==> src/design/kvt_pkg.sv <==
// ----------------------------------------------------------------------------
// kvt_pkg
// Shared types and constants of the key/value table: field widths,
// operation and status codes, and the controller states.
// ----------------------------------------------------------------------------
`default_nettype none

package kvt_pkg;

    // Field widths fixed by the interface.
    localparam int KEY_W    = 32;
    localparam int DATA_W   = 32;
    localparam int MODE_W   = 2;
    localparam int STATUS_W = 2;

    // Default table depth.
    localparam int ENTRIES_DEFAULT = 16;

    // Operation codes carried by the mode field.
    typedef enum logic [MODE_W-1:0] {
        MODE_INSERT = 2'd0,
        MODE_DELETE = 2'd1,
        MODE_GET    = 2'd2,
        MODE_SET    = 2'd3
    } mode_t;

    // Result status codes.
    typedef enum logic [STATUS_W-1:0] {
        ST_OK     = 2'd0,
        ST_EXISTS = 2'd1,
        ST_ABSENT = 2'd2,
        ST_FULL   = 2'd3
    } status_t;

    // Controller states.
    typedef enum logic [2:0] {
        S_CLEAR,
        S_IDLE,
        S_SCAN,
        S_LAST,
        S_ACCESS,
        S_FINISH
    } state_t;

endpackage

`default_nettype wire

==> src/design/key_value_table.sv <==
// ----------------------------------------------------------------------------
// key_value_table
// Associative table of unique signed keys with one data word per key,
// supporting insert, delete, get and set.
// ----------------------------------------------------------------------------
// Usage:
//   The s_ channel carries one operation per transaction (mode, key,
//   data_in). The m_ channel returns one result per operation (status,
//   found, data_out), in order. Both channels use valid/ready.
//   Each operation scans every slot of the tag memory, one slot per cycle,
//   through its single read port, then reads and writes back the data
//   memory in the access state and loads the result into the output
//   register in the finish state. A new operation is accepted only after
//   the result of the last one has been loaded into the output register.
//   After reset the table runs a clearing pass that writes every slot's
//   valid bit to zero, one slot per cycle, so s_ready stays low until the
//   pass is over.
//   The result sits in an output register. While it waits for m_ready, the
//   next operation is accepted and scanned; it holds its own result until
//   the output register is free.
// ----------------------------------------------------------------------------
`default_nettype none

module key_value_table #(
    parameter int ENTRIES = kvt_pkg::ENTRIES_DEFAULT
) (
    input  wire logic                          aclk,
    input  wire logic                          aresetn,
    // Operation channel.
    input  wire logic                          s_valid,
    output logic                               s_ready,
    input  wire logic [kvt_pkg::MODE_W-1:0]    s_mode,
    input  wire logic signed [kvt_pkg::KEY_W-1:0] s_key,
    input  wire logic [kvt_pkg::DATA_W-1:0]    s_data_in,
    // Result channel.
    output logic                               m_valid,
    input  wire logic                          m_ready,
    output logic      [kvt_pkg::STATUS_W-1:0]  m_status,
    output logic                               m_found,
    output logic      [kvt_pkg::DATA_W-1:0]    m_data_out
);

    localparam int IDX_W = (ENTRIES > 1) ? $clog2(ENTRIES) : 1;
    localparam logic [IDX_W-1:0] LAST_IDX = IDX_W'(ENTRIES - 1);

    kvt_pkg::state_t state_reg, state_next;
    logic [IDX_W-1:0] cnt_reg, cnt_next;

    // Latched operation.
    kvt_pkg::mode_t              mode_reg;
    logic [kvt_pkg::KEY_W-1:0]   key_reg;
    logic [kvt_pkg::DATA_W-1:0]  data_reg;

    // Scan evaluation stage and search results.
    logic             ev_vld_reg;
    logic [IDX_W-1:0] ev_idx_reg;
    logic             hit_found_reg;
    logic [IDX_W-1:0] hit_idx_reg;
    logic             free_found_reg;
    logic [IDX_W-1:0] free_idx_reg;

    // Result fields prepared before the output register.
    kvt_pkg::status_t res_status_reg;
    logic             res_found_reg;

    // Output register.
    logic                          m_valid_reg;
    logic [kvt_pkg::STATUS_W-1:0]  m_status_reg;
    logic                          m_found_reg;
    logic [kvt_pkg::DATA_W-1:0]    m_data_out_reg;

    // Memory ports.
    logic                         tag_we;
    logic [IDX_W-1:0]             tag_waddr;
    logic [kvt_pkg::KEY_W:0]      tag_wdata;
    logic [kvt_pkg::KEY_W:0]      tag_q;
    logic                         data_we;
    logic [IDX_W-1:0]             data_waddr;
    logic [kvt_pkg::DATA_W-1:0]   data_q;

    logic s_accept;
    logic out_load;
    logic tag_match;

    kvt_store #(
        .ENTRIES (ENTRIES),
        .IDX_W   (IDX_W)
    ) u_store (
        .aclk       (aclk),
        .tag_we     (tag_we),
        .tag_waddr  (tag_waddr),
        .tag_wdata  (tag_wdata),
        .tag_raddr  (cnt_reg),
        .tag_q      (tag_q),
        .data_we    (data_we),
        .data_waddr (data_waddr),
        .data_wdata (data_reg),
        .data_raddr (hit_idx_reg),
        .data_q     (data_q)
    );

    assign s_ready  = (state_reg == kvt_pkg::S_IDLE);
    assign s_accept = s_valid && s_ready;
    assign out_load = (state_reg == kvt_pkg::S_FINISH) && (!m_valid_reg || m_ready);

    // A slot matches when it is valid and holds the requested key.
    assign tag_match = tag_q[kvt_pkg::KEY_W] && (tag_q[kvt_pkg::KEY_W-1:0] == key_reg);

    // Next state, counter and memory write controls.
    always_comb begin
        state_next = state_reg;
        cnt_next   = cnt_reg;
        tag_we     = 1'b0;
        tag_waddr  = cnt_reg;
        tag_wdata  = '0;
        data_we    = 1'b0;
        data_waddr = hit_idx_reg;
        unique case (state_reg)
            kvt_pkg::S_CLEAR: begin
                tag_we = 1'b1;
                if (cnt_reg == LAST_IDX) begin
                    cnt_next   = '0;
                    state_next = kvt_pkg::S_IDLE;
                end else begin
                    cnt_next = cnt_reg + 1'b1;
                end
            end
            kvt_pkg::S_IDLE: begin
                cnt_next = '0;
                if (s_accept) begin
                    state_next = kvt_pkg::S_SCAN;
                end
            end
            kvt_pkg::S_SCAN: begin
                if (cnt_reg == LAST_IDX) begin
                    cnt_next   = '0;
                    state_next = kvt_pkg::S_LAST;
                end else begin
                    cnt_next = cnt_reg + 1'b1;
                end
            end
            kvt_pkg::S_LAST: begin
                state_next = kvt_pkg::S_ACCESS;
            end
            kvt_pkg::S_ACCESS: begin
                unique case (mode_reg)
                    kvt_pkg::MODE_INSERT: begin
                        tag_waddr  = free_idx_reg;
                        tag_wdata  = {1'b1, key_reg};
                        data_waddr = free_idx_reg;
                        if (!hit_found_reg && free_found_reg) begin
                            tag_we  = 1'b1;
                            data_we = 1'b1;
                        end
                    end
                    kvt_pkg::MODE_DELETE: begin
                        tag_waddr = hit_idx_reg;
                        tag_wdata = {1'b0, key_reg};
                        tag_we    = hit_found_reg;
                    end
                    kvt_pkg::MODE_GET: begin
                    end
                    kvt_pkg::MODE_SET: begin
                        data_waddr = hit_idx_reg;
                        data_we    = hit_found_reg;
                    end
                    default: begin
                    end
                endcase
                state_next = kvt_pkg::S_FINISH;
            end
            kvt_pkg::S_FINISH: begin
                if (out_load) begin
                    state_next = kvt_pkg::S_IDLE;
                end
            end
            default: begin
                state_next = kvt_pkg::S_IDLE;
            end
        endcase
    end

    // State and scan counter registers.
    always_ff @(posedge aclk) begin
        if (!aresetn) begin
            state_reg <= kvt_pkg::S_CLEAR;
            cnt_reg   <= '0;
        end else begin
            state_reg <= state_next;
            cnt_reg   <= cnt_next;
        end
    end

    // Evaluation stage: each scan read is evaluated in the cycle after its address is presented.
    always_ff @(posedge aclk) begin
        if (!aresetn) begin
            ev_vld_reg <= 1'b0;
        end else begin
            ev_vld_reg <= (state_reg == kvt_pkg::S_SCAN);
        end
        ev_idx_reg <= cnt_reg;
    end

    // Latch the operation on acceptance.
    always_ff @(posedge aclk) begin
        if (s_accept) begin
            mode_reg <= kvt_pkg::mode_t'(s_mode);
            key_reg  <= $unsigned(s_key);
            data_reg <= s_data_in;
        end
    end

    // Search results: matching slot and lowest free slot.
    always_ff @(posedge aclk) begin
        if (!aresetn) begin
            hit_found_reg  <= 1'b0;
            free_found_reg <= 1'b0;
        end else if (s_accept) begin
            hit_found_reg  <= 1'b0;
            free_found_reg <= 1'b0;
        end else if (ev_vld_reg) begin
            if (tag_match) begin
                hit_found_reg <= 1'b1;
                hit_idx_reg   <= ev_idx_reg;
            end
            if (!tag_q[kvt_pkg::KEY_W] && !free_found_reg) begin
                free_found_reg <= 1'b1;
                free_idx_reg   <= ev_idx_reg;
            end
        end
    end

    // Status and found flag are settled once the scan is complete.
    always_ff @(posedge aclk) begin
        if (state_reg == kvt_pkg::S_ACCESS) begin
            res_found_reg <= hit_found_reg;
            priority if (mode_reg == kvt_pkg::MODE_INSERT) begin
                if (hit_found_reg) begin
                    res_status_reg <= kvt_pkg::ST_EXISTS;
                end else if (!free_found_reg) begin
                    res_status_reg <= kvt_pkg::ST_FULL;
                end else begin
                    res_status_reg <= kvt_pkg::ST_OK;
                end
            end else if (hit_found_reg) begin
                res_status_reg <= kvt_pkg::ST_OK;
            end else begin
                res_status_reg <= kvt_pkg::ST_ABSENT;
            end
        end
    end

    // Output register: loaded when free, cleared when the transaction completes.
    always_ff @(posedge aclk) begin
        if (!aresetn) begin
            m_valid_reg <= 1'b0;
        end else if (out_load) begin
            m_valid_reg <= 1'b1;
        end else if (m_ready) begin
            m_valid_reg <= 1'b0;
        end
        if (out_load) begin
            m_status_reg   <= res_status_reg;
            m_found_reg    <= res_found_reg;
            m_data_out_reg <= (mode_reg == kvt_pkg::MODE_GET && res_found_reg) ? data_q : '0;
        end
    end

    assign m_valid    = m_valid_reg;
    assign m_status   = m_status_reg;
    assign m_found    = m_found_reg;
    assign m_data_out = m_data_out_reg;

endmodule

`default_nettype wire

==> src/design/kvt_store.sv <==
// ----------------------------------------------------------------------------
// kvt_store
// Entry storage of the key/value table: a tag memory holding a valid bit
// and the key of each slot, and a data memory holding the stored words.
// Both have one write port and one registered read port.
// ----------------------------------------------------------------------------
`default_nettype none

module kvt_store #(
    parameter int ENTRIES = kvt_pkg::ENTRIES_DEFAULT,
    parameter int IDX_W   = (ENTRIES > 1) ? $clog2(ENTRIES) : 1
) (
    input  wire logic                        aclk,
    // Tag memory: {valid, key}.
    input  wire logic                        tag_we,
    input  wire logic [IDX_W-1:0]            tag_waddr,
    input  wire logic [kvt_pkg::KEY_W:0]     tag_wdata,
    input  wire logic [IDX_W-1:0]            tag_raddr,
    output logic      [kvt_pkg::KEY_W:0]     tag_q,
    // Data memory.
    input  wire logic                        data_we,
    input  wire logic [IDX_W-1:0]            data_waddr,
    input  wire logic [kvt_pkg::DATA_W-1:0]  data_wdata,
    input  wire logic [IDX_W-1:0]            data_raddr,
    output logic      [kvt_pkg::DATA_W-1:0]  data_q
);

    logic [kvt_pkg::KEY_W:0]    tag_mem  [ENTRIES];
    logic [kvt_pkg::DATA_W-1:0] data_mem [ENTRIES];

    // Tag memory port, read data registered.
    always_ff @(posedge aclk) begin
        if (tag_we) begin
            tag_mem[tag_waddr] <= tag_wdata;
        end
        tag_q <= tag_mem[tag_raddr];
    end

    // Data memory port, read data registered.
    always_ff @(posedge aclk) begin
        if (data_we) begin
            data_mem[data_waddr] <= data_wdata;
        end
        data_q <= data_mem[data_raddr];
    end

endmodule

`default_nettype wire

==> config.mk <==
export PLATFORM = sky130hd
export DESIGN_NAME = key_value_table
export DESIGN_NICKNAME = d
export VERILOG_FILES = /design/src/design/kvt_pkg.sv /design/src/design/key_value_table.sv /design/src/design/kvt_store.sv
export SDC_FILE = /design/constraint.sdc
export NUM_CORES = 1
export LEC_CHECK = 0
export ABC_AREA = 1
export BUFFER_PORTS_ARGS = -buffer_cell sky130_fd_sc_hd__buf_2
export CAP_MARGIN = 20
export CORE_MARGIN = 1
export CORE_UTILIZATION = 35
export CTS_CLUSTER_DIAMETER = 50
export CTS_CLUSTER_SIZE = 24
export DETAILED_ROUTE_END_ITERATION = 8
export PLACE_DENSITY_LB_ADDON = 0.08
export SLEW_MARGIN = 20
export SYNTH_ARGS = -nofsm -noshare
export SYNTH_HDL_FRONTEND = slang
export SYNTH_SLANG_ARGS = --single-unit
export TNS_END_PERCENT = 50
==> constraint.sdc <==
create_clock -name aclk -period 4 [get_ports aclk]
set_input_delay 1 -clock aclk [delete_from_list [all_inputs] [get_ports aclk]]
set_output_delay 1 -clock aclk [all_outputs]
set_load 0.02 [all_outputs]
==> metrics list, run 1 <==
* Worst Slack Setup Final: 0.828 ns
- The register with the most flip-flops in the layout has 528 of them.
- From synthesis to final layout, the design area changed by 17.0%.
- Clock transition at the register clock pins on the worst setup and hold paths after CTS: 0.06 ns
- Leaving out filler cells and counting taps, the final layout contains 5590.
- Worst reg2reg endpoint: u_store.data_mem[7][29]
- After clock tree synthesis, the setup repair step added 0 buffers.
- For this run, the post-layout net count is 3771.
* Cell count of the worst hold path: 1
* Power Density: 526 nW/um^2
- The worst path uses 79.3% of the clock period.
- Counting I/O delays and the setup requirement, the final critical path takes 3.17 ns.
- Number of global-route vias before repair: 28000
- Counting along the longest clock path gives a buffer depth of 3.
- Post-CTS Hold Buffers: 0
- Overflow left after global routing: 0
- The routed layout has 28300 vias.
- The die is 369 um wide.
* Clock tree from TritonCTS: done
- Counting cells, the worst reg-to-reg path comes to 9.
- Synthesized netlist net count: 3634
* CTS root buf: sky130_fd_sc_hd__clkbuf_16
* Sinks on Clock Net: 1232
- The critical path is of the reg -> reg type.
- Flop and latch count out of synthesis: 1232
* Leakage component of the power: 17.9 nW
- Fraction of layout instances using a drive strength above 1: 13.8%
- Across the routed clock network, the largest skew measured is 0.0283 ns.
- The final number of hold-violating endpoints was 0.
- Synth warn: 0
- Initial antenna violation count: 2
- Data on the critical path is required at its endpoint by 4.39 ns.
- Violated checks: DRC
- Based on the critical path, the design can be clocked at up to 315 MHz.
* Reg with most FFs: u_store.tag_mem
* XOR/XNOR Fraction of Synth Area: 0.0742%
* Pin count of the biggest net entering global routing: 198
- By area, the combinational part of the netlist is dominated by compound AO/OA/AOI/OAI gates.
- Counting the buffers created by CTS gives 146.
* Maximum fanout along the worst path: 32
- Max-cap violation count: 0
* Placed inst area: 50100 um^2
* Final weighted congestion in routability-driven placement: 0.744
- Hold path startpoint: s_key[3]
- STA classifies the critical path endpoint as a register.
- Among the stages of the critical path, the cell type that occurs most often is sky130_fd_sc_hd__inv_1.
* Simple-Gate Fraction of Synth Area: 9.47%
- GRT Total Usage: 18.9%
- Measured against its own limit, the worst slew margin works out to 27.2%.
* Area of the mapped netlist: 47200 um^2
* Area fraction in compound gates after synthesis: 10.4%
- Share of the yosys chip area belonging to registers: 76.7%
* Global-route wire length before repair: 189000 um
- Cells fill 41.3% of the core in the end.
- Wire per inst: 22.9 um
* Cell variety after synth: 37
* Effective utilization at floorplan: 35.3%
- Row Count: 134
- For the worst setup path, the data arrival time is 3.57 ns.
* Source of the worst register-to-register timing path: mode_reg[0]
* Number of remaining DRC errors: 22
* Largest registers ranked by flip-flop count: u_store.tag_mem x528, u_store.data_mem x512, u_store.tag_q x33
- The flow ran to the end, but the final reports show violations.
- Maximum level of the CTS H-tree: 4
* Slew at the pin closest to its max-slew limit: 1.09 ns
- At the later pin of the worst-skew pair, clock insertion delay measures 0.78 ns.
- Cell breakdown of the critical path: inv_1 > ha_1 > inv_1 > nor2_8 > nand2_1 > o21ai_2 > nand3_1 > nor2_4 > buf_4
- Flop2flop setup slack: 0.83 ns
* Core ar.: 134000 um^2
- Finish-stage setup viols: 0
* Type of the worst min-delay path: in -> reg
- Unrepaired setup endpoints after global routing: false
* Mean Syn Cell Area: 13.3 um^2
- Including well taps, the total number of placed cells is 5316.
- The final count of pins violating max slew came to 0.
- In the routed layout, each cell is associated on average with a via count of 5.06.
- The count of nets left with antenna violations once routing finished came out at 0.
* Mapped Cells: 3559
- Gates resized, CTS repair: 0
- Worst slack at placement: 0.835 ns
- Worst hold endpoint: key_reg[3]
- VDD IR max: 321 uV
- Wires add up to 128000 um.
* Share of synthesized cell area in full adder, half adder and majority cells: 0.133%
- Sort of element at the start of the critical path: register
- Height of the die: 369 um
* Post-synthesis mux area share: 0%
* Final non-filler cell area: 55200 um^2
* Largest stage delay on the critical path: 0.54 ns
- Number of buffer cells added on primary ports: 106
- Count of routing violations after the opening detailed-route iteration: 2041
- Number of ports placed on the die boundary: 107
- The HPWL after detailed placement is 70500 um.
* First-pass iteration count of the detailed router: 7
- The slowest stage of the critical path is the sky130_fd_sc_hd__buf_4 cell.
- Die Area: 136000 um^2
[logic make-up (layout without fill, tap and decap cells)]
group,Yosys count,count (layout)
DFF,1232,1232
and+or+nand+nor,1132,1132
AOI/OAI and AO/OA,837,837
buffers and inverters,349,610
adders and majority gates,5,5
xor gates and xnor gates,4,4
other,0,2
[stage by stage]
stage / TNS (ns) / total power [W] / hold slack (ns)
final: 0 / 0.0290 / 0.393
after global routing: 0 / 0.0300 / 0.344
after floorplan: -13.82 / 0.0151 / 0.346
after detailed placement: 0 / 0.0156 / 0.397
after global placement: 0 / 0.0156 / 0.411
after CTS: 0 / 0.0294 / 0.326
[cell type report]
class,count,area [um^2]
sequential,1232,36200
clock buffer,168,3830
tap,1768,2210
inverter,134,524
clock inverter,104,1220
antenna,2,5.00
timing repair buffer,204,1440
fill,12400,78400
multi-input combinational,1978,9760
[per-layer routing]
metal	track usage [%]	vias up	part of all wire, %
met2	31.0	566	48
met4	5.23	0	2.0
met5	0	-	0
met1	25.7	14300	46
li1	-	13300	-
met3	3.33	173	4.1
[power breakdown]
group          switching [W]  leakage (nW)  internal, W  total (W)
registers           0.000118          10.5       0.0141     0.0142
logic               0.000703          4.91     0.000307    0.00101
clock network        0.00564          2.44      0.00813     0.0138
total                0.00646          17.9       0.0226     0.0290
[synthesized netlist by cell type]
master                        n  area share (%)
sky130_fd_sc_hd__o211ai_1   124             2.0
sky130_fd_sc_hd__nand3_2      3           0.064
sky130_fd_sc_hd__o221ai_1    73             1.4
sky130_fd_sc_hd__nor2_8       1           0.042
sky130_fd_sc_hd__inv_2        7           0.056
sky130_fd_sc_hd__nand3_4      1           0.037
sky130_fd_sc_hd__clkinv_1     3           0.024
sky130_fd_sc_hd__inv_1      123            0.98
sky130_fd_sc_hd__inv_4        1           0.013
sky130_fd_sc_hd__edfxtp_1  1152              73
sky130_fd_sc_hd__nor2_1     770             6.1
sky130_fd_sc_hd__a32oi_1      1           0.019
sky130_fd_sc_hd__nand2_2      1           0.013
sky130_fd_sc_hd__a21oi_1      9           0.095
sky130_fd_sc_hd__or2_2        1           0.013
sky130_fd_sc_hd__nand3_1    112             1.2
sky130_fd_sc_hd__buf_6       13            0.31
sky130_fd_sc_hd__buf_4       10            0.16
sky130_fd_sc_hd__buf_2       51            0.54
sky130_fd_sc_hd__nor3_1       8           0.085
sky130_fd_sc_hd__xnor2_1      3           0.056
sky130_fd_sc_hd__o21ai_2      6            0.11
sky130_fd_sc_hd__ha_1         5            0.13
sky130_fd_sc_hd__buf_1       14            0.11
sky130_fd_sc_hd__a211oi_1     1           0.016
sky130_fd_sc_hd__clkbuf_1   127             1.0
sky130_fd_sc_hd__a211oi_2     2           0.053
sky130_fd_sc_hd__nand3b_4     1           0.042
sky130_fd_sc_hd__a21boi_4     1           0.040
sky130_fd_sc_hd__dfxtp_1     80             3.4
sky130_fd_sc_hd__xor2_1       1           0.019
sky130_fd_sc_hd__nand2_1    234             1.9
sky130_fd_sc_hd__o21bai_1     1           0.016
sky130_fd_sc_hd__o21ai_0    513             5.4
sky130_fd_sc_hd__o21ai_1     39            0.41
sky130_fd_sc_hd__a22oi_1      1           0.016
sky130_fd_sc_hd__o22ai_1     66            0.87
[how the worst max path moves through the flow]
stage,from,end,cells after the start
2_1_floorplan,mode_reg[0],u_store.data_mem[13][0],9
3_3_place_gp,mode_reg[0],u_store.data_mem[1][12],9
3_5_place_dp,mode_reg[0],u_store.data_mem[1][21],9
4_1_cts,mode_reg[0],u_store.data_mem[1][20],9
5_1_grt,mode_reg[0],u_store.data_mem[1][20],9
6_report,mode_reg[0],u_store.data_mem[7][29],9
[critical path, delay by kind of cell (launching register included)]
kind / cells / cell delay, ns
compound gates: 1 / 0.15
buf+inv: 3 / 0.85
fa+ha+maj: 1 / 0.38
flops: 1 / 0.42
simple gates: 4 / 0.98
[cells in the final DEF (no fill, tap or decap), drive strengths merged, types with 17 or more instances in the layout]
cell,count
bufinv,17
inv,159
nand3,116
clkbuf,168
dfxtp,80
nand2,235
edfxtp,1152
o21ai,558
buf,204
o221ai,73
o22ai,66
nor2,771
o211ai,124
clkinv,47
No activity file was read; power rests on OpenSTA's default activity.
==> inputs of run 2 (changes only) <==
ABC_AREA = 0   (was 1)
clock period = 2.9 ns   (was 4 ns; I/O delays follow)
==> metrics list, run 2 <==
- Worst slack at placement: 0.208 ns
* Clock tree from TritonCTS: done
- Detailed routing inserted a total of 20600 vias.
* Overflow left after global routing: 0
- For this run, the slowest stage of the critical path takes 0.44 ns.
- After routing the design area is 54800 um^2.
* Cell variety after synth: 45
- Most frequently used cell type in the post-synthesis netlist: sky130_fd_sc_hd__edfxtp_1
- Effective utilization at floorplan: 35.4%
- Post-synth EDFFs: 1152
- Data on the critical path arrives at its endpoint at 3.16 ns.
- Fraction of layout instances using a drive strength above 1: 33.7%
- During I/O placement, the number of pins put on the boundary was 107.
- For this run, asynchronously set or reset flops after synthesis account for 0%.
* Finish-stage setup viols: 0
- Leakage component of the power: 18.4 nW
- Based on the critical path, the design can be clocked at up to 363 MHz.
- Clock-pin slew was measured on the worst setup and hold paths at 0.07 ns.
- Cell breakdown of the critical path: inv_1 > ha_1 > and4bb_2 > mux2i_1 > nand3_2 > nor2_4 > buf_12
* Start-to-end type of the worst setup path: reg -> reg
- The detail route stage leaves a number of antenna-violating nets equal to 0.
- STA classifies the critical path endpoint as a register.
- CTS Buf Count: 138
- Final worst-path cycle share: 95.1%
- Mapped Cells: 2012
* Die Area: 132000 um^2
- The library cells used most frequently in the layout, excluding fill and tap cells, are 1152 x sky130_fd_sc_hd__edfxtp_1, 292 x sky130_fd_sc_hd__mux4_2, 147 x sky130_fd_sc_hd__clkbuf_16, 106 x sky130_fd_sc_hd__buf_2, 76 x sky130_fd_sc_hd__dfxtp_1.
* Part of the total power dissipated in sequential elements: 50.2%
- In this run switching power makes up 21.1% of total power.
- By count the netlist is led by 1152 x sky130_fd_sc_hd__edfxtp_1, 292 x sky130_fd_sc_hd__mux4_2, 80 x sky130_fd_sc_hd__dfxtp_1.
* Pin count of the biggest net entering global routing: 59
* Slew at the pin closest to its max-slew limit: 1.00 ns
* CTS root buf: sky130_fd_sc_hd__clkbuf_16
- Across every metal layer, demand over resource in global routing totals 16.9%.
* Count of buffer and inverter cells on the critical path: 2
* Count of final hold-check violations: 0
* Wire per inst: 26.4 um
- Type of the worst min-delay path: in -> reg
* Placed instance count: 3882
- Share of the yosys chip area belonging to registers: 79.0%
* Sinks on Clock Net: 1232
* Data required time of the critical path: 3.30 ns
- Final weighted congestion in routability-driven placement: 0.750
- STA classifies the critical path startpoint as a register.
- Number of remaining DRC errors: 0
* Part of the power in the clock network: 46.9%
- Area growth from synthesis to layout: 19.6%
- Per report_power, the combinational group accounts for 2.9% of the total.
- After synthesis, the largest area contributor takes up 75.5% of total cell area.
- Min cycle time layout: 2.76 ns
- Setup slack closes at 0.144 ns.
* Library cell contributing the largest single delay on the critical path: sky130_fd_sc_hd__and4bb_2
- In this run, synthesis produced a sequential element count of 1232.
- Excluding fillers, the count of instances in the completed layout stands at 4140.
- VDD IR max: 526 uV
- For this block, the routed nets add up to 109000 um of wire.
- Maximum buffer depth of the clock tree: 3
- The via count of the first global-routing pass was 21800.
- Run status: complete, no violations
- Setup repair after global routing could not meet its margin everywhere.
- The H-tree generated during clock tree synthesis spans 4 levels.
- Yosys attributes the largest share of cell area to sky130_fd_sc_hd__edfxtp_1 75%, sky130_fd_sc_hd__mux4_2 14%, sky130_fd_sc_hd__dfxtp_1 3.5%, sky130_fd_sc_hd__mux2i_1 0.79%, sky130_fd_sc_hd__xnor2_1 0.55%.
- Global-route wire length before repair: 158000 um
- HPWL after DPL: 68000 um
- Die width: 364 um
- Max-cap violation count: 0
- A synthesized cell averages 22.8 um^2.
- When the netlist entered floorplanning its net count stood at 2087.
* Area of the mapped netlist: 45800 um^2
* Placed inst area: 49900 um^2
* Number of buffers inserted to repair setup after CTS: 0
- The pre-antenna-repair detailed-routing pass consisted of 5 iterations.
- Across the routed clock network, the largest skew measured is 0.0313 ns.
- Port buffering added 106 buffers.
- Count of routing violations after the opening detailed-route iteration: 1580
- Total Neg Setup Slack: 0 ns
* Top flip-flop cell by instance count after synthesis: sky130_fd_sc_hd__edfxtp_1
- The register with the most flip-flops in the final layout is u_store.tag_mem.
* Family with the most delay on the worst path: simple AND/OR/NAND/NOR gates
- Initial antenna violation count: 9
- Dividing total power by cell area gives a power density of 711 nW/um^2.
- After detailed routing, the number of vias per cell comes to 4.98.
- Of all nets on the critical path, the largest fanout is 32.
* Commonest non-fill, non-tap cell in the layout: sky130_fd_sc_hd__edfxtp_1
- Number of nets at the end of the flow: 2355
* Sw Pwr: 0.00824 W
- Post-synth top area cell: sky130_fd_sc_hd__edfxtp_1
- The die is 364 um tall.
* Synth warn: 0
- Number of flip-flops in the largest register: 528
* Insertion delay of the later-clocked pin in the worst-skew pair: 0.75 ns
* Core ar.: 130000 um^2
- Headroom to the max-slew limit came out at 33.0%.
- In the final layout, the registers with the most flip-flops are u_store.tag_mem x528, u_store.data_mem x512, u_store.tag_q x33.
- Total internal power: 0.0307 W
- The final count of pins violating max slew is 0.
- Row Count: 132
[run 2: changes by cell type after synthesis, sizes merged, moves of 64 or more]
cell | previous run | this run
clkbuf | 127 | 54
inv | 131 | 7
mux4 | 0 | 292
nand2 | 235 | 11
nand3 | 116 | 10
nor2 | 771 | 45
o211ai | 124 | 0
o21ai | 558 | 7
o221ai | 73 | 0
o22ai | 66 | 2
[run 2: path summary, 6_finish.rpt]
path	start	to	slack [ns]	cells past startpoint
worst max register to register	mode_reg[0]	u_store.data_mem[8][19]	0.14	7
worst max-delay path	mode_reg[0]	u_store.data_mem[8][19]	0.14	7
worst min-delay path	s_key[15]	key_reg[15]	0.14	1
worst min register to register	res_status_reg[1]	m_status[1]	0.43	0
[run 2: final cells by class]
class	count	area, um^2
fillers	11200	74800
multi-input cells	668	9330
flip-flops and latches	1232	36200
clock inverters	92	1090
clock buffers	165	3800
diodes	1	2.50
repair buffers	232	2180
well taps	1742	2180
inverters	8	31.3
[run 2: metal layers]
metal  GRT usage, %  up-vias  part of all wire (%)
met5              0        -                 0.012
met4           4.61        2                   2.0
met3           3.75      149                   4.9
met2           26.2      449                    47
met1           23.9    11000                    46
li1               -     9007                     -
[run 2: repair_timing]
action / 4_1_cts / 5_1_grt
resized for setup: 0 / 2
setup endpoints to repair: 0 / 22
hold buffers: 0 / 0
endpoints found under the hold margin: 0 / 0
[run 2: kinds of logic (layout without fill, tap and decap cells)]
| kind of cell | after synthesis | after routing | share of synthesized area (%) |
|---|---|---|---|
| AOI/OAI and AO/OA | 104 | 104 | 1.47 |
| buffers and inverters | 112 | 497 | 1.27 |
| adders and majority gates | 5 | 5 | 0.136 |
| xor gates and xnor gates | 32 | 32 | 0.611 |
| muxes | 328 | 328 | 15.1 |
| and+or+nand+nor | 199 | 199 | 2.42 |
| other | 0 | 1 | 0 |
| DFF | 1232 | 1232 | 79.0 |
[run 2: metrics by stage]
step | utilization [%] | power [W] | hold WS, ns
5_1_grt | 42.3 | 0.0403 | 0.0963
3_3_place_gp | 38.5 | 0.0211 | 0.412
6_report | 42.3 | 0.0390 | 0.145
2_1_floorplan | - | 0.0206 | 0.326
3_5_place_dp | 38.5 | 0.0211 | 0.413
4_1_cts | 42.3 | 0.0396 | 0.0804
[run 2: power by group through the flow]
stage,Sequential [W],Clock (W),Combinational (W)
floorplan,0.0199,0,0.000716
global placement,0.0199,0,0.00117
detailed placement,0.0199,0,0.00117
CTS,0.0196,0.0189,0.00117
global route,0.0196,0.0195,0.00123
finish,0.0196,0.0183,0.00113
